File: src/rtl/tts_pkg.sv
// shared types and constants of the tick task scheduler table
`default_nettype none

package tts_pkg;

    // field widths of the transfer payloads
    localparam int FUNC_W   = 2;
    localparam int IDX_W    = 8;
    localparam int TAG_W    = 16;
    localparam int TIME_W   = 32;
    localparam int RUNS_W   = 8;
    localparam int SLOT_W   = 5;
    localparam int STATUS_W = 3;
    localparam int ERR_W    = 2;

    // operation codes
    typedef enum logic [FUNC_W-1:0] {
        OP_ADD      = 2'd0,
        OP_DELETE   = 2'd1,
        OP_TICK     = 2'd2,
        OP_DISPATCH = 2'd3
    } op_t;

    // result status codes
    localparam logic [STATUS_W-1:0] ST_DONE  = 3'd0;
    localparam logic [STATUS_W-1:0] ST_FULL  = 3'd1;
    localparam logic [STATUS_W-1:0] ST_NODEL = 3'd2;
    localparam logic [STATUS_W-1:0] ST_RUN   = 3'd3;
    localparam logic [STATUS_W-1:0] ST_IDLE  = 3'd4;

    // sticky error codes
    localparam logic [ERR_W-1:0] ERR_TOO_MANY = 2'd1;
    localparam logic [ERR_W-1:0] ERR_NODEL    = 2'd2;

    // saturation value of the pending run count
    localparam logic [RUNS_W-1:0] RUNS_MAX = '1;

    // one slot as kept in the slot memory
    typedef struct packed {
        logic [TAG_W-1:0]  tag;
        logic [TIME_W-1:0] delay;
        logic [TIME_W-1:0] period;
        logic [RUNS_W-1:0] runs;
    } slot_entry_t;

    // one result as held in the output register
    typedef struct packed {
        logic [SLOT_W-1:0]   slot;
        logic [TAG_W-1:0]    tag;
        logic [STATUS_W-1:0] status;
        logic [ERR_W-1:0]    err;
        logic                last;
    } result_t;

endpackage

`default_nettype wire

File: src/rtl/tick_task_scheduler_table_core.sv
// Cooperative time-triggered task scheduler table, top level.
//
// Input channel (in_valid/in_ready) takes one operation per transfer: add a
// task, delete a slot, tick, or dispatch. Output channel (out_valid/out_ready)
// gives the results; last marks the final result of one input operation.
// Add and delete finish in the accept cycle; their single result shows on the
// next cycle. Tick and dispatch sweep the slot memory one slot per cycle; a
// dispatch sweep keeps that rate only while the receiver keeps up.
// The sweep is set by the one read port and one write port of the slot memory.
// Dispatch gives one result per slot with pending runs, in slot order, or one
// "nothing ready" result; one result is held back until the next one or the
// end of the sweep is known, so that last can be set.
// A new operation is taken only when the previous one is finished and the
// output register is free or being drained. When the receiver stalls, the
// output register holds its result and the dispatch sweep pauses.
// Reset clears all valid marks and the sticky error at once; the slot memory
// needs no clearing pass, since a slot without its valid mark reads as zero.
`default_nettype none

module tick_task_scheduler_table_core #(
    parameter int MAX_TASKS = 16
) (
    input  wire logic                            clk,
    input  wire logic                            rst_n,
    input  wire logic                            in_valid,
    output logic                                 in_ready,
    input  wire logic [tts_pkg::FUNC_W-1:0]      func,
    input  wire logic [tts_pkg::IDX_W-1:0]       slot_index,
    input  wire logic [tts_pkg::TAG_W-1:0]       task_tag,
    input  wire logic [tts_pkg::TIME_W-1:0]      first_delay,
    input  wire logic [tts_pkg::TIME_W-1:0]      repeat_period,
    output logic                                 out_valid,
    input  wire logic                            out_ready,
    output logic [tts_pkg::SLOT_W-1:0]           result_slot,
    output logic [tts_pkg::TAG_W-1:0]            result_tag,
    output logic [tts_pkg::STATUS_W-1:0]         status,
    output logic [tts_pkg::ERR_W-1:0]            sticky_err,
    output logic                                 last
);
    import tts_pkg::*;

    localparam int AW = (MAX_TASKS > 1) ? $clog2(MAX_TASKS) : 1;
    localparam int CW = $clog2(MAX_TASKS + 1);
    localparam logic [SLOT_W-1:0] NO_SLOT  = SLOT_W'(MAX_TASKS);
    localparam logic [CW-1:0]     SCAN_END = CW'(MAX_TASKS);
    localparam logic [IDX_W-1:0]  IDX_LIM  = IDX_W'(MAX_TASKS);

    typedef enum logic [1:0] {
        S_IDLE,
        S_SCAN,
        S_FLUSH
    } state_t;

    state_t               state_reg, state_next;
    op_t                  op_reg, op_next;
    logic [CW-1:0]        scan_idx_reg, scan_idx_next;
    logic [AW-1:0]        eval_idx_reg, eval_idx_next;
    logic [MAX_TASKS-1:0] valid_reg, valid_next;
    logic [ERR_W-1:0]     err_reg, err_next;
    logic                 hold_valid_reg, hold_valid_next;
    logic [AW-1:0]        hold_slot_reg, hold_slot_next;
    logic [TAG_W-1:0]     hold_tag_reg, hold_tag_next;
    logic                 out_valid_reg, out_valid_next;
    result_t              out_res_reg, out_res_next;

    logic                 mem_we;
    logic [AW-1:0]        mem_waddr;
    slot_entry_t          mem_wdata;
    logic                 mem_re;
    logic [AW-1:0]        mem_raddr;
    slot_entry_t          mem_rdata;

    logic                 free_found;
    logic [AW-1:0]        free_idx;

    logic                 out_free;
    logic                 advance;
    logic                 del_ok;
    slot_entry_t          cur_entry;

    tts_slot_mem #(
        .DEPTH (MAX_TASKS),
        .AW    (AW)
    ) u_mem (
        .clk   (clk),
        .we    (mem_we),
        .waddr (mem_waddr),
        .wdata (mem_wdata),
        .re    (mem_re),
        .raddr (mem_raddr),
        .rdata (mem_rdata)
    );

    tts_free_find #(
        .N  (MAX_TASKS),
        .AW (AW)
    ) u_find (
        .valid (valid_reg),
        .found (free_found),
        .index (free_idx)
    );

    assign out_free = !out_valid_reg || out_ready;
    assign in_ready = (state_reg == S_IDLE) && out_free;

    // slot under evaluation; a slot without valid mark reads as all zero
    assign cur_entry = valid_reg[eval_idx_reg] ? mem_rdata : '0;

    // delete check, bound first
    assign del_ok = (slot_index < IDX_LIM) && valid_reg[slot_index[AW-1:0]];

    // sequencer and datapath next-state logic
    always_comb
    begin
        state_next      = state_reg;
        op_next         = op_reg;
        scan_idx_next   = scan_idx_reg;
        eval_idx_next   = eval_idx_reg;
        valid_next      = valid_reg;
        err_next        = err_reg;
        hold_valid_next = hold_valid_reg;
        hold_slot_next  = hold_slot_reg;
        hold_tag_next   = hold_tag_reg;
        out_valid_next  = out_valid_reg;
        out_res_next    = out_res_reg;
        mem_we          = 1'b0;
        mem_waddr       = eval_idx_reg;
        mem_wdata       = cur_entry;
        mem_re          = 1'b0;
        mem_raddr       = scan_idx_reg[AW-1:0];
        advance         = 1'b1;

        // output register drained
        if (out_valid_reg && out_ready)
        begin
            out_valid_next = 1'b0;
        end

        unique case (state_reg)
            S_IDLE:
            begin
                if (in_valid && in_ready)
                begin
                    unique case (op_t'(func))
                        OP_ADD:
                        begin
                            out_valid_next   = 1'b1;
                            out_res_next.tag = '0;
                            out_res_next.last = 1'b1;
                            if (free_found)
                            begin
                                mem_we               = 1'b1;
                                mem_waddr            = free_idx;
                                mem_wdata.tag        = task_tag;
                                mem_wdata.delay      = first_delay;
                                mem_wdata.period     = repeat_period;
                                mem_wdata.runs       = '0;
                                valid_next[free_idx] = 1'b1;
                                out_res_next.slot    = SLOT_W'(free_idx);
                                out_res_next.status  = ST_DONE;
                                out_res_next.err     = err_reg;
                            end
                            else
                            begin
                                err_next            = ERR_TOO_MANY;
                                out_res_next.slot   = NO_SLOT;
                                out_res_next.status = ST_FULL;
                                out_res_next.err    = ERR_TOO_MANY;
                            end
                        end
                        OP_DELETE:
                        begin
                            out_valid_next    = 1'b1;
                            out_res_next.tag  = '0;
                            out_res_next.last = 1'b1;
                            if (del_ok)
                            begin
                                valid_next[slot_index[AW-1:0]] = 1'b0;
                                out_res_next.slot   = SLOT_W'(slot_index);
                                out_res_next.status = ST_DONE;
                                out_res_next.err    = err_reg;
                            end
                            else
                            begin
                                err_next            = ERR_NODEL;
                                out_res_next.slot   = NO_SLOT;
                                out_res_next.status = ST_NODEL;
                                out_res_next.err    = ERR_NODEL;
                            end
                        end
                        OP_TICK, OP_DISPATCH:
                        begin
                            mem_re          = 1'b1;
                            mem_raddr       = '0;
                            eval_idx_next   = '0;
                            scan_idx_next   = CW'(1);
                            op_next         = op_t'(func);
                            hold_valid_next = 1'b0;
                            state_next      = S_SCAN;
                        end
                    endcase
                end
            end

            S_SCAN:
            begin
                if (op_reg == OP_TICK)
                begin
                    // timing update of one valid slot
                    if (valid_reg[eval_idx_reg])
                    begin
                        mem_we = 1'b1;
                        if (cur_entry.delay == '0)
                        begin
                            if (cur_entry.runs != RUNS_MAX)
                            begin
                                mem_wdata.runs = cur_entry.runs + 1'b1;
                            end
                            if (cur_entry.period != '0)
                            begin
                                mem_wdata.delay = cur_entry.period;
                            end
                        end
                        else
                        begin
                            mem_wdata.delay = cur_entry.delay - 1'b1;
                        end
                    end
                end
                else if (cur_entry.runs != '0)
                begin
                    // dispatch; wait while the held result cannot move on
                    if (hold_valid_reg && !out_free)
                    begin
                        advance = 1'b0;
                    end
                    else
                    begin
                        if (hold_valid_reg)
                        begin
                            out_valid_next      = 1'b1;
                            out_res_next.slot   = SLOT_W'(hold_slot_reg);
                            out_res_next.tag    = hold_tag_reg;
                            out_res_next.status = ST_RUN;
                            out_res_next.err    = err_reg;
                            out_res_next.last   = 1'b0;
                        end
                        hold_valid_next = 1'b1;
                        hold_slot_next  = eval_idx_reg;
                        hold_tag_next   = cur_entry.tag;
                        if (cur_entry.period == '0)
                        begin
                            valid_next[eval_idx_reg] = 1'b0;
                        end
                        else
                        begin
                            mem_we         = 1'b1;
                            mem_wdata.runs = cur_entry.runs - 1'b1;
                        end
                    end
                end

                // step to the next slot
                if (advance)
                begin
                    if (scan_idx_reg == SCAN_END)
                    begin
                        state_next = S_FLUSH;
                    end
                    else
                    begin
                        mem_re        = 1'b1;
                        eval_idx_next = scan_idx_reg[AW-1:0];
                        scan_idx_next = scan_idx_reg + 1'b1;
                    end
                end
            end

            S_FLUSH:
            begin
                // final result of the sweep
                if (out_free)
                begin
                    out_valid_next    = 1'b1;
                    out_res_next.err  = err_reg;
                    out_res_next.last = 1'b1;
                    if (op_reg == OP_TICK)
                    begin
                        out_res_next.slot   = NO_SLOT;
                        out_res_next.tag    = '0;
                        out_res_next.status = ST_DONE;
                    end
                    else if (hold_valid_reg)
                    begin
                        out_res_next.slot   = SLOT_W'(hold_slot_reg);
                        out_res_next.tag    = hold_tag_reg;
                        out_res_next.status = ST_RUN;
                    end
                    else
                    begin
                        out_res_next.slot   = NO_SLOT;
                        out_res_next.tag    = '0;
                        out_res_next.status = ST_IDLE;
                    end
                    hold_valid_next = 1'b0;
                    state_next      = S_IDLE;
                end
            end

            default:
            begin
                state_next = S_IDLE;
            end
        endcase
    end

    // state and registered outputs
    always_ff @(posedge clk or negedge rst_n)
    begin
        if (!rst_n)
        begin
            state_reg      <= S_IDLE;
            op_reg         <= OP_TICK;
            scan_idx_reg   <= '0;
            eval_idx_reg   <= '0;
            valid_reg      <= '0;
            err_reg        <= '0;
            hold_valid_reg <= 1'b0;
            out_valid_reg  <= 1'b0;
        end
        else
        begin
            state_reg      <= state_next;
            op_reg         <= op_next;
            scan_idx_reg   <= scan_idx_next;
            eval_idx_reg   <= eval_idx_next;
            valid_reg      <= valid_next;
            err_reg        <= err_next;
            hold_valid_reg <= hold_valid_next;
            out_valid_reg  <= out_valid_next;
        end
    end

    // payload registers
    always_ff @(posedge clk)
    begin
        hold_slot_reg <= hold_slot_next;
        hold_tag_reg  <= hold_tag_next;
        out_res_reg   <= out_res_next;
    end

    assign out_valid   = out_valid_reg;
    assign result_slot = out_res_reg.slot;
    assign result_tag  = out_res_reg.tag;
    assign status      = out_res_reg.status;
    assign sticky_err  = out_res_reg.err;
    assign last        = out_res_reg.last;

endmodule

`default_nettype wire

File: src/rtl/tts_slot_mem.sv
// slot memory: one write port, one registered read port
`default_nettype none

module tts_slot_mem #(
    parameter int DEPTH = 16,
    parameter int AW    = 4
) (
    input  wire logic                 clk,
    input  wire logic                 we,
    input  wire logic [AW-1:0]        waddr,
    input  wire tts_pkg::slot_entry_t wdata,
    input  wire logic                 re,
    input  wire logic [AW-1:0]        raddr,
    output tts_pkg::slot_entry_t      rdata
);
    import tts_pkg::*;

    slot_entry_t mem [DEPTH];
    slot_entry_t rdata_reg;

    // write port
    always_ff @(posedge clk)
    begin
        if (we)
        begin
            mem[waddr] <= wdata;
        end
    end

    // read port, registered, holds when not enabled
    always_ff @(posedge clk)
    begin
        if (re)
        begin
            rdata_reg <= mem[raddr];
        end
    end

    assign rdata = rdata_reg;

endmodule

`default_nettype wire

File: src/rtl/tts_free_find.sv
// lowest free slot search over the valid marks
`default_nettype none

module tts_free_find #(
    parameter int N  = 16,
    parameter int AW = 4
) (
    input  wire logic [N-1:0]  valid,
    output logic               found,
    output logic [AW-1:0]      index
);

    // priority encoder, lowest clear mark wins
    always_comb
    begin
        found = 1'b0;
        index = '0;
        for (int i = N - 1; i >= 0; i--)
        begin
            if (!valid[i])
            begin
                found = 1'b1;
                index = AW'(i);
            end
        end
    end

endmodule

`default_nettype wire

File: config.mk
export PLATFORM = sky130hd
export DESIGN_NAME = tick_task_scheduler_table_core
export DESIGN_NICKNAME = d
export VERILOG_FILES = /design/src/rtl/tts_pkg.sv /design/src/rtl/tick_task_scheduler_table_core.sv /design/src/rtl/tts_slot_mem.sv /design/src/rtl/tts_free_find.sv
export SDC_FILE = /design/constraint.sdc
export NUM_CORES = 2
export LEC_CHECK = 0
export BUFFER_PORTS_ARGS = -buffer_cell sky130_fd_sc_hd__buf_4
export CORE_MARGIN = 10
export CORE_UTILIZATION = 63
export DETAILED_ROUTE_END_ITERATION = 8
export GPL_TIMING_DRIVEN = 0
export PLACE_DENSITY = 0.8
export SYNTH_ARGS = -nofsm -noshare
export SYNTH_HDL_FRONTEND = slang
export SYNTH_SLANG_ARGS = --single-unit
export TNS_END_PERCENT = 50
File: constraint.sdc
create_clock -name clk -period 10.9 [get_ports clk]
set_clock_uncertainty 0.15 [all_clocks]
set_input_delay 1.635 -clock clk [delete_from_list [all_inputs] [get_ports clk]]
set_output_delay 1.635 -clock clk [all_outputs]
set_load 0.02 [all_outputs]
Yosys cells after proc, flatten, opt, wreduce, memory -nomap -nowiden. Memory sizes are Yosys's and may differ from the RTL's. A register that Yosys moved wholly into a read port is not among the register bits. Cells that the tools add are included.

Equality and inequality tests: 24. Reduce and logical (&&, ||, !) cells: 30. $add $sub $neg: 4. Bitwise gates (word level): 7. Multiplexer cells: 146. $lt $le $gt $ge: 7.

Operators by type and width (count): 2-to-1 mux 88 bit (4); 2-to-1 mux 27 bit (6); 2-to-1 mux 32 bit (5); 2-to-1 mux 16 bit (8); 2-to-1 mux 4 bit (28); case mux 27 bit (3 select lines) (1); zero test 32 bit (2); case mux 16 bit (2 select lines) (2); case mux 32 bit (2 select lines) (1); 2-to-1 mux 8 bit (7); case mux 27 bit (2 select lines) (1); 2-to-1 mux 1 bit (53); 2-to-1 mux 24 bit (2); AND 16 bit (2); NOT 16 bit (2); nonzero test 32 bit (1); subtractor 32 x 1 -> 32 bit, second input constant (1); 2-to-1 mux 5 bit (6); inequality test 2 bit, second input constant (11); bitwise OR 16 bit (1); case mux 8 bit (2 select lines) (1); less-than comparator 4 x 5 -> 1 bit, second input constant (3); AND reduction 5 bit (3); 2-to-1 mux 2 bit (7); 35 further kinds (60).

Output and inout bits: 29. Bits in registers: 80. RAM bits: 1408. Input bits: 94. Logic and storage cells: 234. Memories kept: 1.

Memory list: u_mem.mem (words 16, bits a word 88, rd ports 1, clocked after memory_dff 1, wr ports 1, RTL line tts_slot_mem.sv:18) `slot_entry_t mem [DEPTH];`.

Logic depth before layout (Yosys ltp).
Word-level depth: 25. Mapped depth: 17. Gate-level depth less buffers: 12.

Modules after synthesis. A second synthesis with hierarchy kept.

Cell total of the unflattened synthesis: 3169. Area total of the unflattened synthesis: 62493.7 µm².

Modules (own cells, without submodules): tts_slot_mem (times used 1, seq. area each 44923.1 µm², area an instance 55235.5 µm², cells an instance 2256); tick_task_scheduler_table_core (times used 1, seq. area each 2238.4 µm², area an instance 7091.8 µm², cells an instance 879); tts_free_find (times used 1, seq. area each 0.0 µm², area an instance 166.4 µm², cells an instance 34).

Worst setup path after synthesis. Ideal clock, no wire load.

Path kind: register -> register. Start: register eval_idx_reg[1]. End: memory u_mem.mem[13][0] (netlist name) (enable). Library setup time: 642 ps. Cell stages (with the launch flop): 14. Path buffers: 4. Arrival: 9156 ps. Required time: 10108 ps. Path slack: 952 ps. Clock period less this slack: 9948 ps. Cell sequence: dfrtp_1 > buf_4 > mux4_2 > o22ai_2 > o22ai_2 > clkbuf_1 > buf_2 > buf_1 > nand2_1 > ha_1 > o21a_1 > o311ai_1 > nand2_1 > nor3_1.

Cells in the longest elaborated chain, start to end: 11. Elaborated cells between the ends (all ways): 17. Classes of those cells: 15 x mux; 2 x reduce/logical.

RTL lines: start, declared (RTL line tick_task_scheduler_table_core.sv:57) `logic [AW-1:0] eval_idx_reg, eval_idx_next;`; start signal, assigned (RTL line tick_task_scheduler_table_core.sv:336) `eval_idx_reg <= eval_idx_next;`; binary-select mux 1 bit (select 4 bit) (RTL line tick_task_scheduler_table_core.sv:107, tick_task_scheduler_table_core.sv:210); 2-to-1 mux 1 bit (not written as such) (RTL line tick_task_scheduler_table_core.sv:107, tick_task_scheduler_table_core.sv:210); 2-to-1 mux 88 bit (RTL line tick_task_scheduler_table_core.sv:107) `assign cur_entry = valid_reg[eval_idx_reg] ? mem_rdata : '0;`; zero test 32 bit (RTL line tick_task_scheduler_table_core.sv:251) `if (cur_entry.period == '0)`; 2-to-1 mux 1 bit (RTL line tick_task_scheduler_table_core.sv:251); 2-to-1 mux 1 bit (RTL line tick_task_scheduler_table_core.sv:233) `if (hold_valid_reg && !out_free)`; 2-to-1 mux 1 bit (RTL line tick_task_scheduler_table_core.sv:230) `else if (cur_entry.runs != '0)`; 2-to-1 mux 1 bit (RTL line tick_task_scheduler_table_core.sv:207) `if (op_reg == OP_TICK)`; case mux 1 bit (2 select lines) (RTL line tick_task_scheduler_table_core.sv:139) `unique case (state_reg)`; 2-to-1 mux 1 bit (RTL line tts_slot_mem.sv:24) `if (we)`; 2-to-1 mux 1 bit (not written as such) (RTL line tts_slot_mem.sv:26) `mem[waddr] <= wdata;`; end, declared (RTL line tts_slot_mem.sv:18).

Parallel ways exist; a longest one is shown, timed or not. The select of a mux whose other input is x is not followed.

Final worst setup path.
Start: register eval_idx_reg[1]. End: memory u_mem.mem[4][38] (netlist name) (enable).

The elaborated chain is that of the path after synthesis.

==> impl_metrics.ini <==
[logic_synthesis]
synthTopCellsByArea = edfxtp_1 (72%), nand2_1 (4.4%), mux2i_1 (2.9%)
synth_top_area_share_pct = 72.1
ys_seq_area_share_pct = 73.4
postSynthAreaPerCell_um2 = 14.1
synth_common_cells = edfxtp_1 (1543), nand2_1 (757), clkbuf_1 (267)
yosys.area.top_type = edfxtp_1
synth.yosys.warnings = 0
synth.ff_latch_count = 1576
synth_nets = 4660
synth-main-ff-cell = edfxtp_1
netlist_instances = 4556
async_flop_share_pct = 2.09
syn_area_um2 = 64300
ys_types = 82
post-synth-top-count-cell = edfxtp_1
synth-edff-count = 1543

[pwr]
p_leak_nw = 24.5
p_per_area_nw_per_um2 = 325
ir_drop_mv = 0.220
design_power_total_mw = 23.9

[critical_path]
worstPathMaxFanout = 29
rr_worst_depth = 15
rrSetupSlack_ns = 3.46
arrival_ns = 7.76
start_kind = flip-flop
crit_path_end_kind = flip-flop
crit_path_end = u_mem.mem[4][38]
setup.worst_path.start = eval_idx_reg[1]
crit_type = reg -> reg
r2r_end = u_mem.mem[4][38]
reg2reg_from = eval_idx_reg[1]
crit_required_ns = 11.21

[clocking]
insertion_delay_ns = 0.81
cts-hold-fix-buffers = 0
path_clk_slew_ns = 0.06
cts-buffers-inserted = 156
postCtsSetupBuffers = 0
cts_root_buffer = clkbuf_16
cts_resized = 0
cts_htree_levels = 4
numClockSinks = 1576
cts_tree = yes
cts_buffer_depth = 3

[placed_design]
dp_slack_ns = 3.84
dp_cells = 6144
gp_congestion = 0.978
dp_hpwl_um = 137000
port_buffers = 119

[global_routing]
antenna_found_initial = 6
overflow = 0
grt_pass1_vias = 43400
grt_max_degree = 34
grt_pass1_wl_um = 293000
grt_use_total_pct = 34.8

[timing]
drv_slew = 33
rsz0062_at_grt = false
setup_viol = 0
max_freq_mhz = 134
finalSetupTns_ns = 0
fin_ws_ns = 3.46
finalHoldViolCount = 0
tightest_slew_ns = 1.62
slew_headroom_pct = -7.87
fin_crit_ns = 7.44
fin_crit_sh_pct = 68.3

[min_path]
hp-class = reg -> reg
min-delay-start = eval_idx_reg[3]

[floorplan]
start_util_pct = 63.3
die_area_um2 = 115000
core_um2 = 102000
die_x_um = 339
ioPinCount = 123
core.rowCount = 117
die_height_um = 339

[run_status]
failed_checks = capacitance limit, slew limit
outcome = finished with violations

[route]
firstDrtPassIters = 6
top_layer = met5
wl_met3_um = 32200
routed_wl_um = 207000
drt-initial-drc-count = 7800
via_per_inst = 7.03
ant_nets = 0
vias = 45200
routedWlPerCell_um = 32.2
wl_met1_um = 70400
drc_errors = 0
wl_met2_um = 89900

[cells_and_area]
final_nets = 5042
stdcell_count = 6436
largest_reg_flops = 1408
nFillCells = 6295
post-route-util_pct = 72.5
layout-drive-gt1-share_pct = 10.9
area_growth_pct = 14.7

[run]
maxCapViolations = 3
metal layers:
metal  track usage (%)  up-vias
met5              2.46        -
met3              12.4      765
met2              50.5     4059
li1                  -    18400
met4              20.6        8
met1              45.0    22000
kinds of logic after synthesis:
logic type               share of synthesized area [%]
flip-flops                                        73.4
AND/OR/NAND/NOR                                   9.79
AO/OA/AOI/OAI                                     10.8
buffers and inverters                             2.09
multiplexers                                      3.48
XOR/XNOR                                         0.300
adder cells (fa/ha/maj)                          0.195
cells in the final DEF, fill, tap and decap left out, types with 32 or more instances in the layout:
cell       Yosys  layout
dfrtp_1       32      32
clkinv_1       0      36
clkbuf_1     267     291
a21oi_1      132     132
nor3_1        38      33
clkbuf_16      0     160
a311oi_1      91      91
nand3_1      210     210
buf_12         0      40
buf_4          3     140
and2_1       125     125
nand2_1      757     757
o21ai_1       18      35
a211o_1       88      88
nor2_1       157     144
a211oi_1     102     102
a31oi_1      100     100
edfxtp_1    1543    1543
o221ai_1      92      91
mux2i_1      185     185
o22ai_1       94      94
o21ai_0      147     129
buf_6          0      37
worst min-delay path by stage:
| stage | to | slack (ns) | cells past startpoint |
|---|---|---|---|
| final | hold_slot_reg[3] | 0.30 | 0 |
| after global routing | hold_slot_reg[3] | 0.32 | 0 |
| after CTS | hold_slot_reg[3] | 0.29 | 0 |
| after detailed placement | hold_slot_reg[3] | 0.28 | 0 |
| after global placement | hold_slot_reg[2] | 0.28 | 0 |
| after floorplan | hold_slot_reg[2] | 0.27 | 0 |
per-stage QoR:
| stage | cell area, um2 | hold WS, ns |
|---|---|---|
| floorplan | 64300 | 0.273 |
| global placement | 66900 | 0.277 |
| detailed placement | 68600 | 0.281 |
| CTS | 73600 | 0.294 |
| global route | 73700 | 0.316 |
| finish | 73700 | 0.296 |
worst max-delay path, cell delays in order (launching register included):
cell      delay [ns]
dfrtp_1         0.38
buf_4           0.18
mux4_2          0.35
o22ai_2         0.09
o22ai_2         0.47
clkbuf_1        0.64
buf_2           0.42
buf_1           0.77
nand2_1         0.26
ha_1            0.41
o21a_1          0.26
o311ai_1        0.67
nand3_1         0.52
nor2_4          0.90
buf_12          0.30
buf_12          0.26
layout make-up:
type,count,area (um2),area share [%]
Antenna cell,5,12.5,0.0170
Multi-Input combinational cell,2634,15900,21.6
Timing Repair Buffer,224,2460,3.34
Clock inverter,92,921,1.25
Inverter,25,93.8,0.127
Tap cell,1368,1710,2.32
Buffer,321,1260,1.71
Sequential cell,1576,47200,64.0
Clock buffer,191,4130,5.61
power by group:
part           switching [mW]  leakage, nW  internal [mW]
registers               0.466         14.7           9.33
logic                    6.63         7.39           2.10
clock network            2.32         2.46           3.06
total                    9.42         24.5           14.5
(Power assumes the default switching activity.)
